## config.mk

```make
export PLATFORM = sky130hd
export DESIGN_NAME = note_to_cv_voice_mapper_top
export DESIGN_NICKNAME = d
export VERILOG_FILES = /design/src/design/ncvm_pkg.sv /design/src/design/ncvm_div.sv /design/src/design/ncvm_tuning_ram.sv /design/src/design/ncvm_seq.sv /design/src/design/note_to_cv_voice_mapper_top.sv
export SDC_FILE = /design/constraint.sdc
export NUM_CORES = 2
export LEC_CHECK = 0
export BUFFER_PORTS_ARGS = -buffer_cell sky130_fd_sc_hd__buf_2
export CAP_MARGIN = 20
export CORE_MARGIN = 2
export CORE_UTILIZATION = 40
export CTS_CLUSTER_SIZE = 25
export DETAILED_ROUTE_END_ITERATION = 7
export GPL_TIMING_DRIVEN = 0
export PLACE_DENSITY = 0.57
export SLEW_MARGIN = 20
export SYNTH_ARGS = -nofsm -noshare
export SYNTH_HDL_FRONTEND = slang
export SYNTH_SLANG_ARGS = --single-unit
```

## constraint.sdc

```tcl
create_clock -name aclk -period 10.2 [get_ports aclk]
set_input_delay 0.51 -clock aclk [delete_from_list [all_inputs] [get_ports aclk]]
set_output_delay 0.51 -clock aclk [all_outputs]
set_load 0.02 [all_outputs]
```

## src/design/ncvm_pkg.sv

```systemverilog
// ----------------------------------------------------------------------------
// ncvm_pkg
// Types, codes and constants shared by the note to CV voice mapper.
// ----------------------------------------------------------------------------
package ncvm_pkg;

    localparam int MAX_VOICES  = 4;
    localparam int TABLE_DEPTH = 128;
    localparam int TAB_AW      = $clog2(TABLE_DEPTH);

    localparam logic [12:0] OCTAVE_STEP = 13'd6553;
    localparam logic [17:0] GATE_ON     = 18'd4095;
    localparam logic [17:0] TRIG_LEVEL  = 18'd65535;
    localparam logic [15:0] VEL_RAMP    = 16'd3;

    // Configuration register indexes
    typedef enum logic [2:0] {
        REG_PITCH_ENABLE = 3'd0,
        REG_VOICE_COUNT  = 3'd1,
        REG_TRANSPOSE    = 3'd2,
        REG_NOTES_OCT    = 3'd3,
        REG_GLIDE_TIME   = 3'd4
    } ncvm_reg_t;

    // Item kinds
    typedef enum logic {
        FUNC_TABLE_WRITE = 1'b0,
        FUNC_VOICE       = 1'b1
    } ncvm_func_t;

    // Output channel roles
    typedef enum logic [1:0] {
        ROLE_PITCH = 2'd0,
        ROLE_GATE  = 2'd1,
        ROLE_VEL   = 2'd2,
        ROLE_TRIG  = 2'd3
    } ncvm_role_t;

    // Sequencer states
    typedef enum logic [3:0] {
        ST_IDLE,
        ST_START,
        ST_DIV,
        ST_MUL,
        ST_ADD,
        ST_PITCH,
        ST_GATE,
        ST_VEL,
        ST_TRIG
    } ncvm_state_t;

    typedef struct packed {
        logic              pitch_enable;
        logic [2:0]        voice_count;
        logic signed [6:0] transpose;
        logic [7:0]        notes_per_octave;
        logic [15:0]       glide_time;
    } ncvm_cfg_t;

    typedef struct packed {
        ncvm_func_t         func;
        logic [1:0]         voice;
        logic signed [7:0]  note;
        logic [6:0]         velocity;
        logic signed [13:0] pitch_bend;
        logic [TAB_AW-1:0]  table_index;
        logic [15:0]        table_value;
    } ncvm_item_t;

    typedef struct packed {
        logic               group;
        logic [1:0]         slot_base;
        ncvm_role_t         role;
        logic               set_time;
        logic [15:0]        ramp_time;
        logic signed [17:0] target;
        logic               start_trigger;
        logic               last;
    } ncvm_result_t;

    typedef struct packed {
        logic        start;
        logic [15:0] dividend;
        logic [7:0]  divisor;
    } ncvm_div_req_t;

    typedef struct packed {
        logic        done;
        logic [15:0] quotient;
        logic [7:0]  remainder;
    } ncvm_div_rsp_t;

endpackage

```

## src/design/ncvm_div.sv

```systemverilog
// ----------------------------------------------------------------------------
// ncvm_div
// Restoring divider, one quotient bit per cycle.
// ----------------------------------------------------------------------------
module ncvm_div (
    input  logic                   aclk,
    input  logic                   aresetn,
    input  ncvm_pkg::ncvm_div_req_t req,
    output ncvm_pkg::ncvm_div_rsp_t rsp
);
    import ncvm_pkg::*;

    localparam int DIV_STEPS = 16;
    localparam int CNT_W     = $clog2(DIV_STEPS);

    logic             busy_reg;
    logic             done_reg;
    logic [CNT_W-1:0] count_reg;
    logic [15:0]      quo_reg;
    logic [7:0]       rem_reg;
    logic [7:0]       dsr_reg;

    logic [8:0]       shifted;
    logic [9:0]       diff;
    logic             fits;

    // Trial subtract of the divisor from the shifted partial remainder
    assign shifted = {rem_reg, quo_reg[15]};
    assign diff    = {1'b0, shifted} - {2'b00, dsr_reg};
    assign fits    = ~diff[9];

    // Control: run for DIV_STEPS steps, flag done for one cycle
    always_ff @(posedge aclk) begin
        if (!aresetn) begin
            busy_reg  <= 1'b0;
            done_reg  <= 1'b0;
            count_reg <= '0;
        end else begin
            done_reg <= 1'b0;
            if (req.start) begin
                busy_reg  <= 1'b1;
                count_reg <= '0;
            end else if (busy_reg) begin
                count_reg <= count_reg + 1'b1;
                if (count_reg == CNT_W'(DIV_STEPS - 1)) begin
                    busy_reg <= 1'b0;
                    done_reg <= 1'b1;
                end
            end
        end
    end

    // Datapath: load operands, then shift one quotient bit in per step
    always_ff @(posedge aclk) begin
        if (req.start) begin
            quo_reg <= req.dividend;
            rem_reg <= '0;
            dsr_reg <= req.divisor;
        end else if (busy_reg) begin
            quo_reg <= {quo_reg[14:0], fits};
            rem_reg <= fits ? diff[7:0] : shifted[7:0];
        end
    end

    assign rsp.done      = done_reg;
    assign rsp.quotient  = quo_reg;
    assign rsp.remainder = rem_reg;

endmodule

```

## src/design/ncvm_tuning_ram.sv

```systemverilog
// ----------------------------------------------------------------------------
// ncvm_tuning_ram
// Tuning table of DAC words, one write port and one registered read port.
// ----------------------------------------------------------------------------
module ncvm_tuning_ram (
    input  logic                        aclk,
    input  logic                        we,
    input  logic [ncvm_pkg::TAB_AW-1:0] waddr,
    input  logic [15:0]                 wdata,
    input  logic [ncvm_pkg::TAB_AW-1:0] raddr,
    output logic [15:0]                 rdata
);
    import ncvm_pkg::*;

    logic [15:0] mem [TABLE_DEPTH];
    logic [15:0] rdata_reg;

    // Write one word
    always_ff @(posedge aclk) begin
        if (we) begin
            mem[waddr] <= wdata;
        end
    end

    // Registered read
    always_ff @(posedge aclk) begin
        rdata_reg <= mem[raddr];
    end

    assign rdata = rdata_reg;

endmodule

```

## src/design/ncvm_seq.sv

```systemverilog
// ----------------------------------------------------------------------------
// ncvm_seq
// Sequencer: pitch lookup, via the shared divider for sums outside 0..127,
// then command emission through a single output register.
// ----------------------------------------------------------------------------
module ncvm_seq #(
    parameter int MAX_VOICES = ncvm_pkg::MAX_VOICES
) (
    input  logic                        aclk,
    input  logic                        aresetn,
    input  ncvm_pkg::ncvm_cfg_t         cfg,
    input  logic                        s_valid,
    output logic                        s_ready,
    input  ncvm_pkg::ncvm_item_t        s_item,
    output logic                        m_valid,
    input  logic                        m_ready,
    output ncvm_pkg::ncvm_result_t      m_result,
    output ncvm_pkg::ncvm_div_req_t     div_req,
    input  ncvm_pkg::ncvm_div_rsp_t     div_rsp,
    output logic                        ram_we,
    output logic [ncvm_pkg::TAB_AW-1:0] ram_waddr,
    output logic [15:0]                 ram_wdata,
    output logic [ncvm_pkg::TAB_AW-1:0] ram_raddr,
    input  logic [15:0]                 ram_rdata
);
    import ncvm_pkg::*;

    ncvm_state_t        state_reg, state_next;

    logic               on_reg;
    logic               trig_reg;
    logic [1:0]         voice_reg;
    logic [6:0]         vel_reg;
    logic signed [13:0] bend_reg;
    logic signed [8:0]  sum_reg;
    logic signed [8:0]  last_pitch_reg;
    logic [TAB_AW-1:0]  idx_reg;
    logic [15:0]        oct_reg;
    logic [15:0]        prod_reg;
    logic signed [17:0] target_reg;

    logic               out_valid_reg;
    ncvm_result_t       out_reg;

    logic               accept;
    logic               go;
    logic [2:0]         nv;
    logic               mono;
    logic               big;
    logic signed [8:0]  sum_in;
    logic [7:0]         card;
    logic [28:0]        prod_full;
    logic [15:0]        pitch;
    logic               out_free;
    logic               load_out;
    ncvm_result_t       out_next;

    // Voices in use, saturated to the supported count
    assign nv     = (cfg.voice_count > 3'(MAX_VOICES)) ? 3'(MAX_VOICES) : cfg.voice_count;
    assign mono   = (nv == 3'd1);
    assign accept = s_valid && s_ready;
    assign go     = (s_item.func == FUNC_VOICE) && cfg.pitch_enable
                    && ({1'b0, s_item.voice} < nv);
    assign sum_in = {s_item.note[7], s_item.note} + {{2{cfg.transpose[6]}}, cfg.transpose};

    // Sum outside 0..127 takes the octave split
    assign big  = sum_reg[8] | sum_reg[7];
    assign card = (cfg.notes_per_octave == 8'd0) ? 8'd1 : cfg.notes_per_octave;

    assign prod_full = 29'(oct_reg) * 29'(OCTAVE_STEP);
    assign pitch     = ram_rdata + prod_reg;
    assign out_free  = !out_valid_reg || m_ready;

    // Next state
    always_comb begin
        state_next = state_reg;
        case (state_reg)
            ST_IDLE: begin
                if (accept && go) begin
                    state_next = s_item.note[7] ? ST_GATE : ST_START;
                end
            end
            ST_START: begin
                state_next = big ? ST_DIV : ST_MUL;
            end
            ST_DIV: begin
                if (div_rsp.done) begin
                    state_next = ST_MUL;
                end
            end
            ST_MUL: begin
                state_next = ST_ADD;
            end
            ST_ADD: begin
                state_next = ST_PITCH;
            end
            ST_PITCH: begin
                if (out_free) begin
                    state_next = ST_GATE;
                end
            end
            ST_GATE: begin
                if (out_free) begin
                    state_next = ST_VEL;
                end
            end
            ST_VEL: begin
                if (out_free) begin
                    state_next = (on_reg && trig_reg) ? ST_TRIG : ST_IDLE;
                end
            end
            ST_TRIG: begin
                if (out_free) begin
                    state_next = ST_IDLE;
                end
            end
            default: begin
                state_next = ST_IDLE;
            end
        endcase
    end

    // State outputs: handshake, unit requests and the command to emit
    always_comb begin
        s_ready          = 1'b0;
        ram_we           = 1'b0;
        div_req.start    = 1'b0;
        div_req.dividend = {{7{sum_reg[8]}}, sum_reg};
        div_req.divisor  = card;
        load_out         = 1'b0;
        out_next.group         = voice_reg[1];
        out_next.slot_base     = voice_reg[0] ? 2'd3 : 2'd0;
        out_next.role          = ROLE_PITCH;
        out_next.set_time      = 1'b1;
        out_next.ramp_time     = cfg.glide_time;
        out_next.target        = target_reg;
        out_next.start_trigger = 1'b0;
        out_next.last          = 1'b0;
        case (state_reg)
            ST_IDLE: begin
                s_ready = 1'b1;
                ram_we  = s_valid && (s_item.func == FUNC_TABLE_WRITE);
            end
            ST_START: begin
                div_req.start = big;
            end
            ST_PITCH: begin
                load_out = out_free;
            end
            ST_GATE: begin
                load_out           = out_free;
                out_next.role      = ROLE_GATE;
                out_next.set_time  = on_reg;
                out_next.ramp_time = '0;
                out_next.target    = on_reg ? GATE_ON : '0;
            end
            ST_VEL: begin
                load_out           = out_free;
                out_next.role      = ROLE_VEL;
                out_next.set_time  = on_reg;
                out_next.ramp_time = on_reg ? VEL_RAMP : '0;
                out_next.target    = on_reg ? {6'd0, vel_reg, 5'd0} : '0;
                out_next.last      = !(on_reg && trig_reg);
            end
            ST_TRIG: begin
                load_out               = out_free;
                out_next.group         = 1'b0;
                out_next.slot_base     = 2'd0;
                out_next.role          = ROLE_TRIG;
                out_next.set_time      = 1'b0;
                out_next.ramp_time     = '0;
                out_next.target        = TRIG_LEVEL;
                out_next.start_trigger = 1'b1;
                out_next.last          = 1'b1;
            end
            default: begin
            end
        endcase
    end

    // Control registers
    always_ff @(posedge aclk) begin
        if (!aresetn) begin
            state_reg      <= ST_IDLE;
            out_valid_reg  <= 1'b0;
            last_pitch_reg <= -9'sd1;
        end else begin
            state_reg <= state_next;
            if (load_out) begin
                out_valid_reg <= 1'b1;
            end else if (m_ready) begin
                out_valid_reg <= 1'b0;
            end
            // Note-off clears the last pitch, note-on records the sum
            if (accept && go && s_item.note[7]) begin
                last_pitch_reg <= -9'sd1;
            end else if (state_reg == ST_ADD) begin
                last_pitch_reg <= sum_reg;
            end
        end
    end

    // Datapath registers
    always_ff @(posedge aclk) begin
        if (accept) begin
            on_reg    <= !s_item.note[7];
            voice_reg <= s_item.voice;
            vel_reg   <= s_item.velocity;
            bend_reg  <= s_item.pitch_bend;
            sum_reg   <= sum_in;
        end
        // Table index and octave: direct for small sums, else from the divider
        if (state_reg == ST_START && !big) begin
            idx_reg <= sum_reg[TAB_AW-1:0];
            oct_reg <= '0;
        end else if (state_reg == ST_DIV && div_rsp.done) begin
            idx_reg <= div_rsp.remainder[TAB_AW-1:0];
            oct_reg <= div_rsp.quotient;
        end
        if (state_reg == ST_MUL) begin
            prod_reg <= prod_full[15:0];
        end
        if (state_reg == ST_ADD) begin
            target_reg <= $signed({2'b00, pitch}) + 18'(bend_reg);
            trig_reg   <= mono && (last_pitch_reg != sum_reg);
        end
        if (load_out) begin
            out_reg <= out_next;
        end
    end

    assign ram_waddr = s_item.table_index;
    assign ram_wdata = s_item.table_value;
    assign ram_raddr = idx_reg;
    assign m_valid   = out_valid_reg;
    assign m_result  = out_reg;

endmodule

```

## src/design/note_to_cv_voice_mapper_top.sv

```systemverilog
// ----------------------------------------------------------------------------
// note_to_cv_voice_mapper_top
// Maps voice note state to pitch, gate, velocity and trigger ramp commands.
//
//   Channel   Dir  Handshake          Content
//   s_*       in   s_tvalid/s_tready  table write or voice update
//   m_*       out  m_tvalid/m_tready  one ramp command per transfer
//   cfg_*     in   cfg_valid/cfg_ready register index and write data
//
// Table write, ignored item: idle only. Note-off: gate, velocity.
// Note-on in 0..127 after transpose: start, mul, add, pitch, gate,
// velocity, trigger if due; others via the 16-step shared divider.
// Reset is synchronous, active low; it restores register defaults and
// clears control state, the tuning table is left as it is.
// An output stall holds the output register and the emitting states.
// ----------------------------------------------------------------------------
module note_to_cv_voice_mapper_top #(
    parameter int MAX_VOICES = ncvm_pkg::MAX_VOICES
) (
    input  logic        aclk,
    input  logic        aresetn,
    input  logic        s_tvalid,
    output logic        s_tready,
    input  logic [55:0] s_tdata,   // voice, note, velocity, pitch_bend,
                                   // table_index, table_value, zero pad
    input  logic [0:0]  s_tuser,   // func
    output logic        m_tvalid,
    input  logic        m_tready,
    output logic [39:0] m_tdata,   // group, slot_base, set_time, ramp_time,
                                   // target, start_trigger, zero pad
    output logic [1:0]  m_tuser,   // role
    output logic        m_tlast,
    input  logic        cfg_valid,
    output logic        cfg_ready,
    input  logic [2:0]  cfg_addr,
    input  logic [15:0] cfg_data
);
    import ncvm_pkg::*;

    ncvm_cfg_t     cfg_reg;
    ncvm_item_t    item;
    ncvm_result_t  result;
    ncvm_div_req_t div_req;
    ncvm_div_rsp_t div_rsp;

    logic              ram_we;
    logic [TAB_AW-1:0] ram_waddr;
    logic [15:0]       ram_wdata;
    logic [TAB_AW-1:0] ram_raddr;
    logic [15:0]       ram_rdata;

    assign cfg_ready = 1'b1;

    // Configuration registers
    always_ff @(posedge aclk) begin
        if (!aresetn) begin
            cfg_reg.pitch_enable     <= 1'b1;
            cfg_reg.voice_count      <= 3'd1;
            cfg_reg.transpose        <= '0;
            cfg_reg.notes_per_octave <= 8'd12;
            cfg_reg.glide_time       <= '0;
        end else if (cfg_valid && cfg_ready) begin
            case (cfg_addr)
                REG_PITCH_ENABLE: cfg_reg.pitch_enable     <= cfg_data[0];
                REG_VOICE_COUNT:  cfg_reg.voice_count      <= cfg_data[2:0];
                REG_TRANSPOSE:    cfg_reg.transpose        <= cfg_data[6:0];
                REG_NOTES_OCT:    cfg_reg.notes_per_octave <= cfg_data[7:0];
                REG_GLIDE_TIME:   cfg_reg.glide_time       <= cfg_data;
                default: begin
                end
            endcase
        end
    end

    // Unpack the input transfer
    assign item.func        = ncvm_func_t'(s_tuser[0]);
    assign item.voice       = s_tdata[1:0];
    assign item.note        = s_tdata[9:2];
    assign item.velocity    = s_tdata[16:10];
    assign item.pitch_bend  = s_tdata[30:17];
    assign item.table_index = s_tdata[37:31];
    assign item.table_value = s_tdata[53:38];

    ncvm_seq #(
        .MAX_VOICES (MAX_VOICES)
    ) u_seq (
        .aclk      (aclk),
        .aresetn   (aresetn),
        .cfg       (cfg_reg),
        .s_valid   (s_tvalid),
        .s_ready   (s_tready),
        .s_item    (item),
        .m_valid   (m_tvalid),
        .m_ready   (m_tready),
        .m_result  (result),
        .div_req   (div_req),
        .div_rsp   (div_rsp),
        .ram_we    (ram_we),
        .ram_waddr (ram_waddr),
        .ram_wdata (ram_wdata),
        .ram_raddr (ram_raddr),
        .ram_rdata (ram_rdata)
    );

    ncvm_div u_div (
        .aclk    (aclk),
        .aresetn (aresetn),
        .req     (div_req),
        .rsp     (div_rsp)
    );

    ncvm_tuning_ram u_ram (
        .aclk  (aclk),
        .we    (ram_we),
        .waddr (ram_waddr),
        .wdata (ram_wdata),
        .raddr (ram_raddr),
        .rdata (ram_rdata)
    );

    // Pack the output transfer
    assign m_tdata = {1'b0, result.start_trigger, result.target, result.ramp_time,
                      result.set_time, result.slot_base, result.group};
    assign m_tuser = result.role;
    assign m_tlast = result.last;

endmodule

```

# Word-level counts from Yosys, hierarchy flattened
# Memories as Yosys holds them, arrays and structs flattened. A register that Yosys moved wholly into a read port is not among the register bits.
# Index checks and enable logic that the tools add are counted.
dict set report word_totals {
  ramBits 2048
  word_cells 133
  mem_count 1
  regBits 220
  out_inout_bits 46
  input_bits 81
}
# name words width rd rd_clocked_by_memory_dff write_ports line_no
set memory_table {}
lappend memory_table {u_ram.mem 128 16 1 1 1 ncvm_tuning_ram.sv:15} ;# logic [15:0] mem [TABLE_DEPTH];
dict set report classes {
  n_eq_ne 21
  n_lt_le_gt_ge 2
  n_bitwise 5
  n_reduce_logical 31
  muxes 35
  addsub 5
  mul 1
}
# operator count
set ops {}
lappend ops {{$pmux W37 S3} 1}
lappend ops {{$pmux W4 S9} 1}
lappend ops {{$mux W16} 2}
lappend ops {{$mux W4} 7}
lappend ops {{$mux W12} 2}
lappend ops {{$add A17 B14 Y18} 1}
lappend ops {{$add A16 B16 Y16} 1}
lappend ops {{$eq A4 B3 Y1 const B} 4}
lappend ops {{$mul A16 B13 Y16 const B} 1}
lappend ops {{$mux W1} 14}
lappend ops {{$mux W7} 2}
lappend ops {{$ne A2 B1 Y1 const B} 6}
lappend ops {{$logic_and A1 B1 Y1} 10}
lappend ops {{$reduce_and A2 Y1} 5}
lappend ops {{$sub A9 B8 Y10} 1}
lappend ops {{$add A8 B7 Y9} 1}
lappend ops {{$ne A9 B9 Y1} 1}
lappend ops {{$eq A4 B2 Y1 const B} 2}
lappend ops {{$eq A4 B4 Y1 const B} 2}
lappend ops {{$logic_not A8 Y1} 1}
lappend ops {{$mux W8} 1}
lappend ops {{$eq A3 B1 Y1 const B} 2}
lappend ops {{$eq A3 B2 Y1 const B} 2}
lappend ops {{$mux W3} 2}
lappend ops {{18 further kinds} 28}

# Longest topological paths before layout
dict set report depth {
  ltp_word 7
  mapped_depth 17
  depth_no_buf 17
}

# By module
# A second synthesis with hierarchy kept.
dict set report hier_totals {
  hier_cells 4219
  area_unflattened_um2 91018.5
}
# module n_inst area_each_um2 cells_per_inst seq_area_each_um2
set by_module_without_submodules {}
lappend by_module_without_submodules {ncvm_tuning_ram 1 78522.8 3086 61819.3}
lappend by_module_without_submodules {ncvm_seq 1 9150.0 827 4083.9}
lappend by_module_without_submodules {ncvm_div 1 1919.3 162 1001.0}
lappend by_module_without_submodules {note_to_cv_voice_mapper_top 1 1426.4 144 700.7}

# Least setup slack after synthesis
# OpenSTA, ideal clock, no wires.
dict set report synth_path {
  path_type {reg2reg}
  from {register u_seq.oct_reg[0]}
  to {register u_seq.prod_reg[15], data pin}
  arrival_time_ns 3.528
  path_buffers 0
  synth_period_minus_slack_ns 3.788
  setup_time_ns 0.260
  required_ns 9.940
  path_stages_with_launch 15
  setup_slack_ns 6.412
  path_cell_list {dfxtp_1 -> ha_1 -> ha_1 -> inv_1 -> fa_1 -> inv_1 -> fa_1 -> inv_1 -> fa_1 -> inv_1 -> ha_1 -> o41a_1 -> a21o_1 -> a21oi_1 -> xnor2_1}
}
dict set report synth_between {
  elab_chain_cells 1
}
# item line_no
set synth_rtl {}
lappend synth_rtl {{start, declared} ncvm_seq.sv:38} ;# logic [15:0] oct_reg;
lappend synth_rtl {{start signal, assigned} ncvm_seq.sv:218} ;# oct_reg <= div_rsp.quotient;
lappend synth_rtl {{$mul A16 B13 Y16} ncvm_seq.sv:70} ;# assign prod_full = 29'(oct_reg) * 29'(OCTAVE_STEP);
lappend synth_rtl {{via u_seq.prod_full[15]} ncvm_seq.sv:52} ;# logic [28:0] prod_full;
lappend synth_rtl {{end signal, assigned} ncvm_seq.sv:221} ;# prod_reg <= prod_full[15:0];
lappend synth_rtl {{end, declared} ncvm_seq.sv:39} ;# logic [15:0] prod_reg;
# The timed path passes the listed nets, and every way through them passes these cells.
# A chain may end at the register's enable or synchronous reset.

==> impl_metrics.json <==
{
  "hold_violations": 0,
  "drc": 0,
  "async_flop_share_pct": 0,
  "cts_made_buffers": 222,
  "cts_sinks": 2283,
  "powerDensity_mw_per_mm2": 203,
  "cts-root-buf": "clkbuf_16",
  "dp_hpwl_mm": 168,
  "ctsHoldBuffers": 45,
  "antenna_found_initial": 23,
  "arrival_ns": 6.08,
  "cpMaxStageDelayCell": "a221oi_1",
  "critPathLaunchType": "flip-flop",
  "cts_tree": "built",
  "status": "finished clean",
  "final_util_pct": 46.6,
  "dp_cells": 7885,
  "fin_setup_tns_ns": 0,
  "worstSetupEndpointType": "flip-flop",
  "postSynthCellCount": 4634,
  "fmax_mhz": 186,
  "syn_avg_cell_area_sq_um": 19.5,
  "synthToLayoutAreaGrowth_pct": 15.9,
  "dr.pass1.iters": 5,
  "slew_viol_final": 0,
  "cts_setup_buffers": 0,
  "max-cap-violations": 0,
  "largest_reg_flops": 2048,
  "clk_latency_ns": 0.87,
  "final-setup-viol-count": 0,
  "synth_area_sq_mm": 0.0904,
  "hold_class": "input pin to flip-flop",
  "htreeDepth": 4,
  "grt_pass1_wl_mm": 346,
  "slew_headroom_pct": 16.4,
  "layout_worst_path_cycle_share_pct": 52.7,
  "worst_slew_pin_slew_ns": 1.25,
  "postPlaceCellArea_sq_mm": 0.0972,
  "clockBufferDepth": 3,
  "synth-main-ff-cell": "edfxtp_1",
  "vias": 47130,
  "synth_cell_types": 68,
  "max_stage_delay_ns": 0.87,
  "synth_fp_nets": 4847,
  "critPathMaxFanout": 11,
  "ant_nets": 0,
  "grt_usage_pct": 21.1,
  "yosys_warnings": 0,
  "ios": 127,
  "clkTransAtPathRegs_ns": 0.06,
  "worstSetupPathType": "flip-flop to flip-flop",
  "initial_core_util_pct": 40.2,
  "portBuffers": 122,
  "drive_above_1_share_pct": 23.4,
  "drt-wirelength-per-cell_microns": 29.4,
  "routed_wl_mm": 245,
  "path_cells": "buf_2 > buf_2 > buf_2 > clkbuf_1 > mux4_2 > a221oi_1 > a31oi_1 > a211o_1 > or4_1",
  "die_w_microns": 479,
  "die_area_sq_mm": 0.230,
  "ys_ff_latch": 2283,
  "vias_per_cell": 5.64,
  "fin_crit_ns": 5.38,
  "critPathRequiredTime_ns": 10.91,
  "p_leak_nw": 34.4,
  "fin_area_sq_mm": 0.105,
  "grt_pass1_vias": 46568,
  "nNetsFinal": 5375,
  "vdd_drop_max_uv": 159,
  "core-area_sq_mm": 0.225,
  "final_cells": 8349,
  "ctsResizeCount": 0,
  "rows": 174,
  "rsz0062_at_grt": "false",
  "cp_common_cell": "buf_2",
  "grt_max_degree": 91,
  "overflow": 0,
  "die-height_microns": 479,
  "drt-initial-drc-count": 5772,
  "ys_seq_area_share_pct": 74.8,
  "fin_worst_skew_ns": 0.0619,
  "gp_congestion": 0.880,
  "synth-edff-count": 2188
}
synth_stat cells, types with 31 or more instances:
cell type  count  share of area [%]
a21oi_1       75               0.42
mux4_2       428                 11
fa_1          32               0.71
nor2b_1       49               0.34
xnor2_1       51               0.49
inv_1        110               0.46
a22oi_1       57               0.47
buf_2         64               0.35
mux2i_1      263                2.9
ha_1         100                1.4
dfxtp_1       95                2.1
clkbuf_1     130               0.54
a221oi_1     112                1.1
o21ai_0       50               0.28
nand3_1       31               0.17
a21o_1        35               0.29
nand2_1      217               0.90
nor2_1       196               0.81
edfxtp_1    2188                 73
a22o_1        46               0.45
a31oi_1       36               0.25
report_power, final:
group          switching [W]  internal (W)  total (W)
clock                0.00356       0.00449    0.00805
sequential          0.000122        0.0106     0.0107
combinational        0.00157      0.000947    0.00252
total                0.00525        0.0160     0.0213
layout by cell type (no fill, tap or decap), types with 51 or more instances in the layout:
| cell | Yosys | layout |
|---|---|---|
| a21oi_1 | 75 | 75 |
| a221oi_1 | 112 | 112 |
| a22oi_1 | 57 | 57 |
| buf_2 | 64 | 175 |
| buf_6 | 12 | 104 |
| clkbuf_1 | 130 | 178 |
| clkbuf_16 | 0 | 226 |
| clkinv_1 | 3 | 53 |
| dfxtp_1 | 95 | 95 |
| edfxtp_1 | 2188 | 2188 |
| ha_1 | 100 | 100 |
| inv_1 | 110 | 110 |
| mux2i_1 | 263 | 263 |
| mux4_2 | 428 | 428 |
| nand2_1 | 217 | 217 |
| nor2_1 | 196 | 67 |
| nor2_2 | 0 | 119 |
| xnor2_1 | 51 | 51 |
layout make-up:
cell class	instances	area, sq um
fill	18919	120000
sequential	2283	67600
multi-input combinational	2005	21700
clock buffer	294	5960
tap	2992	3740
timing repair buffer	304	3120
clock inverter	120	1090
buffer	232	1080
inverter	114	429
antenna	5	12.5
layer usage:
metal	track usage, %	share of wire (%)	vias to the layer above
met1	30.7	43	24946
li1	-	-	19915
met5	0	0.011	-
met4	5.39	2.4	4
met2	32.2	46	1949
met3	4.59	8.5	316
kinds of logic after synthesis:
group	after synthesis	synth area share, %
compound gates	490	3.93
xor+xnor	70	0.678
fa+ha+maj	132	2.09
buf+inv	346	1.65
flops	2283	74.8
mux	714	13.9
other cells	2	0.00831
simple gates	597	2.99
per-stage QoR:
stage	hold slack [ns]	total power [W]	setup WS, ns
finish	0.0589	0.0213	4.82
detailed placement	0.445	0.0134	5.00
global route	0.0451	0.0220	4.74
CTS	0.00481	0.0214	4.98
floorplan	0.432	0.0125	6.41
global placement	0.442	0.0134	4.34
critical path, delay by kind of cell, from the launching register on:
kind                   cells  cell delay (ns)
buffers and inverters      4             2.12
AOI/OAI and AO/OA          3             1.79
and+or+nand+nor            1             0.51
muxes                      1             0.41
DFF                        1             0.31
worst paths after layout:
| check | end | start | slack, ns | cells past startpoint |
|---|---|---|---|---|
| max | u_ram.rdata[10]$_DFF_P_ | u_seq.ram_raddr[2]$_DFFE_PP_ | 4.82 | 9 |
| min reg2reg | cfg_reg[10]$_SDFFE_PN0P_ | cfg_reg[10]$_SDFFE_PN0P_ | 0.45 | 2 |
| max reg2reg | u_ram.rdata[10]$_DFF_P_ | u_seq.ram_raddr[2]$_DFFE_PP_ | 4.82 | 9 |
| min | u_ram.mem[125][1]$_DFFE_PP_ | s_tdata[39] | 0.06 | 1 |
No activity file was read; power rests on OpenSTA's default activity.
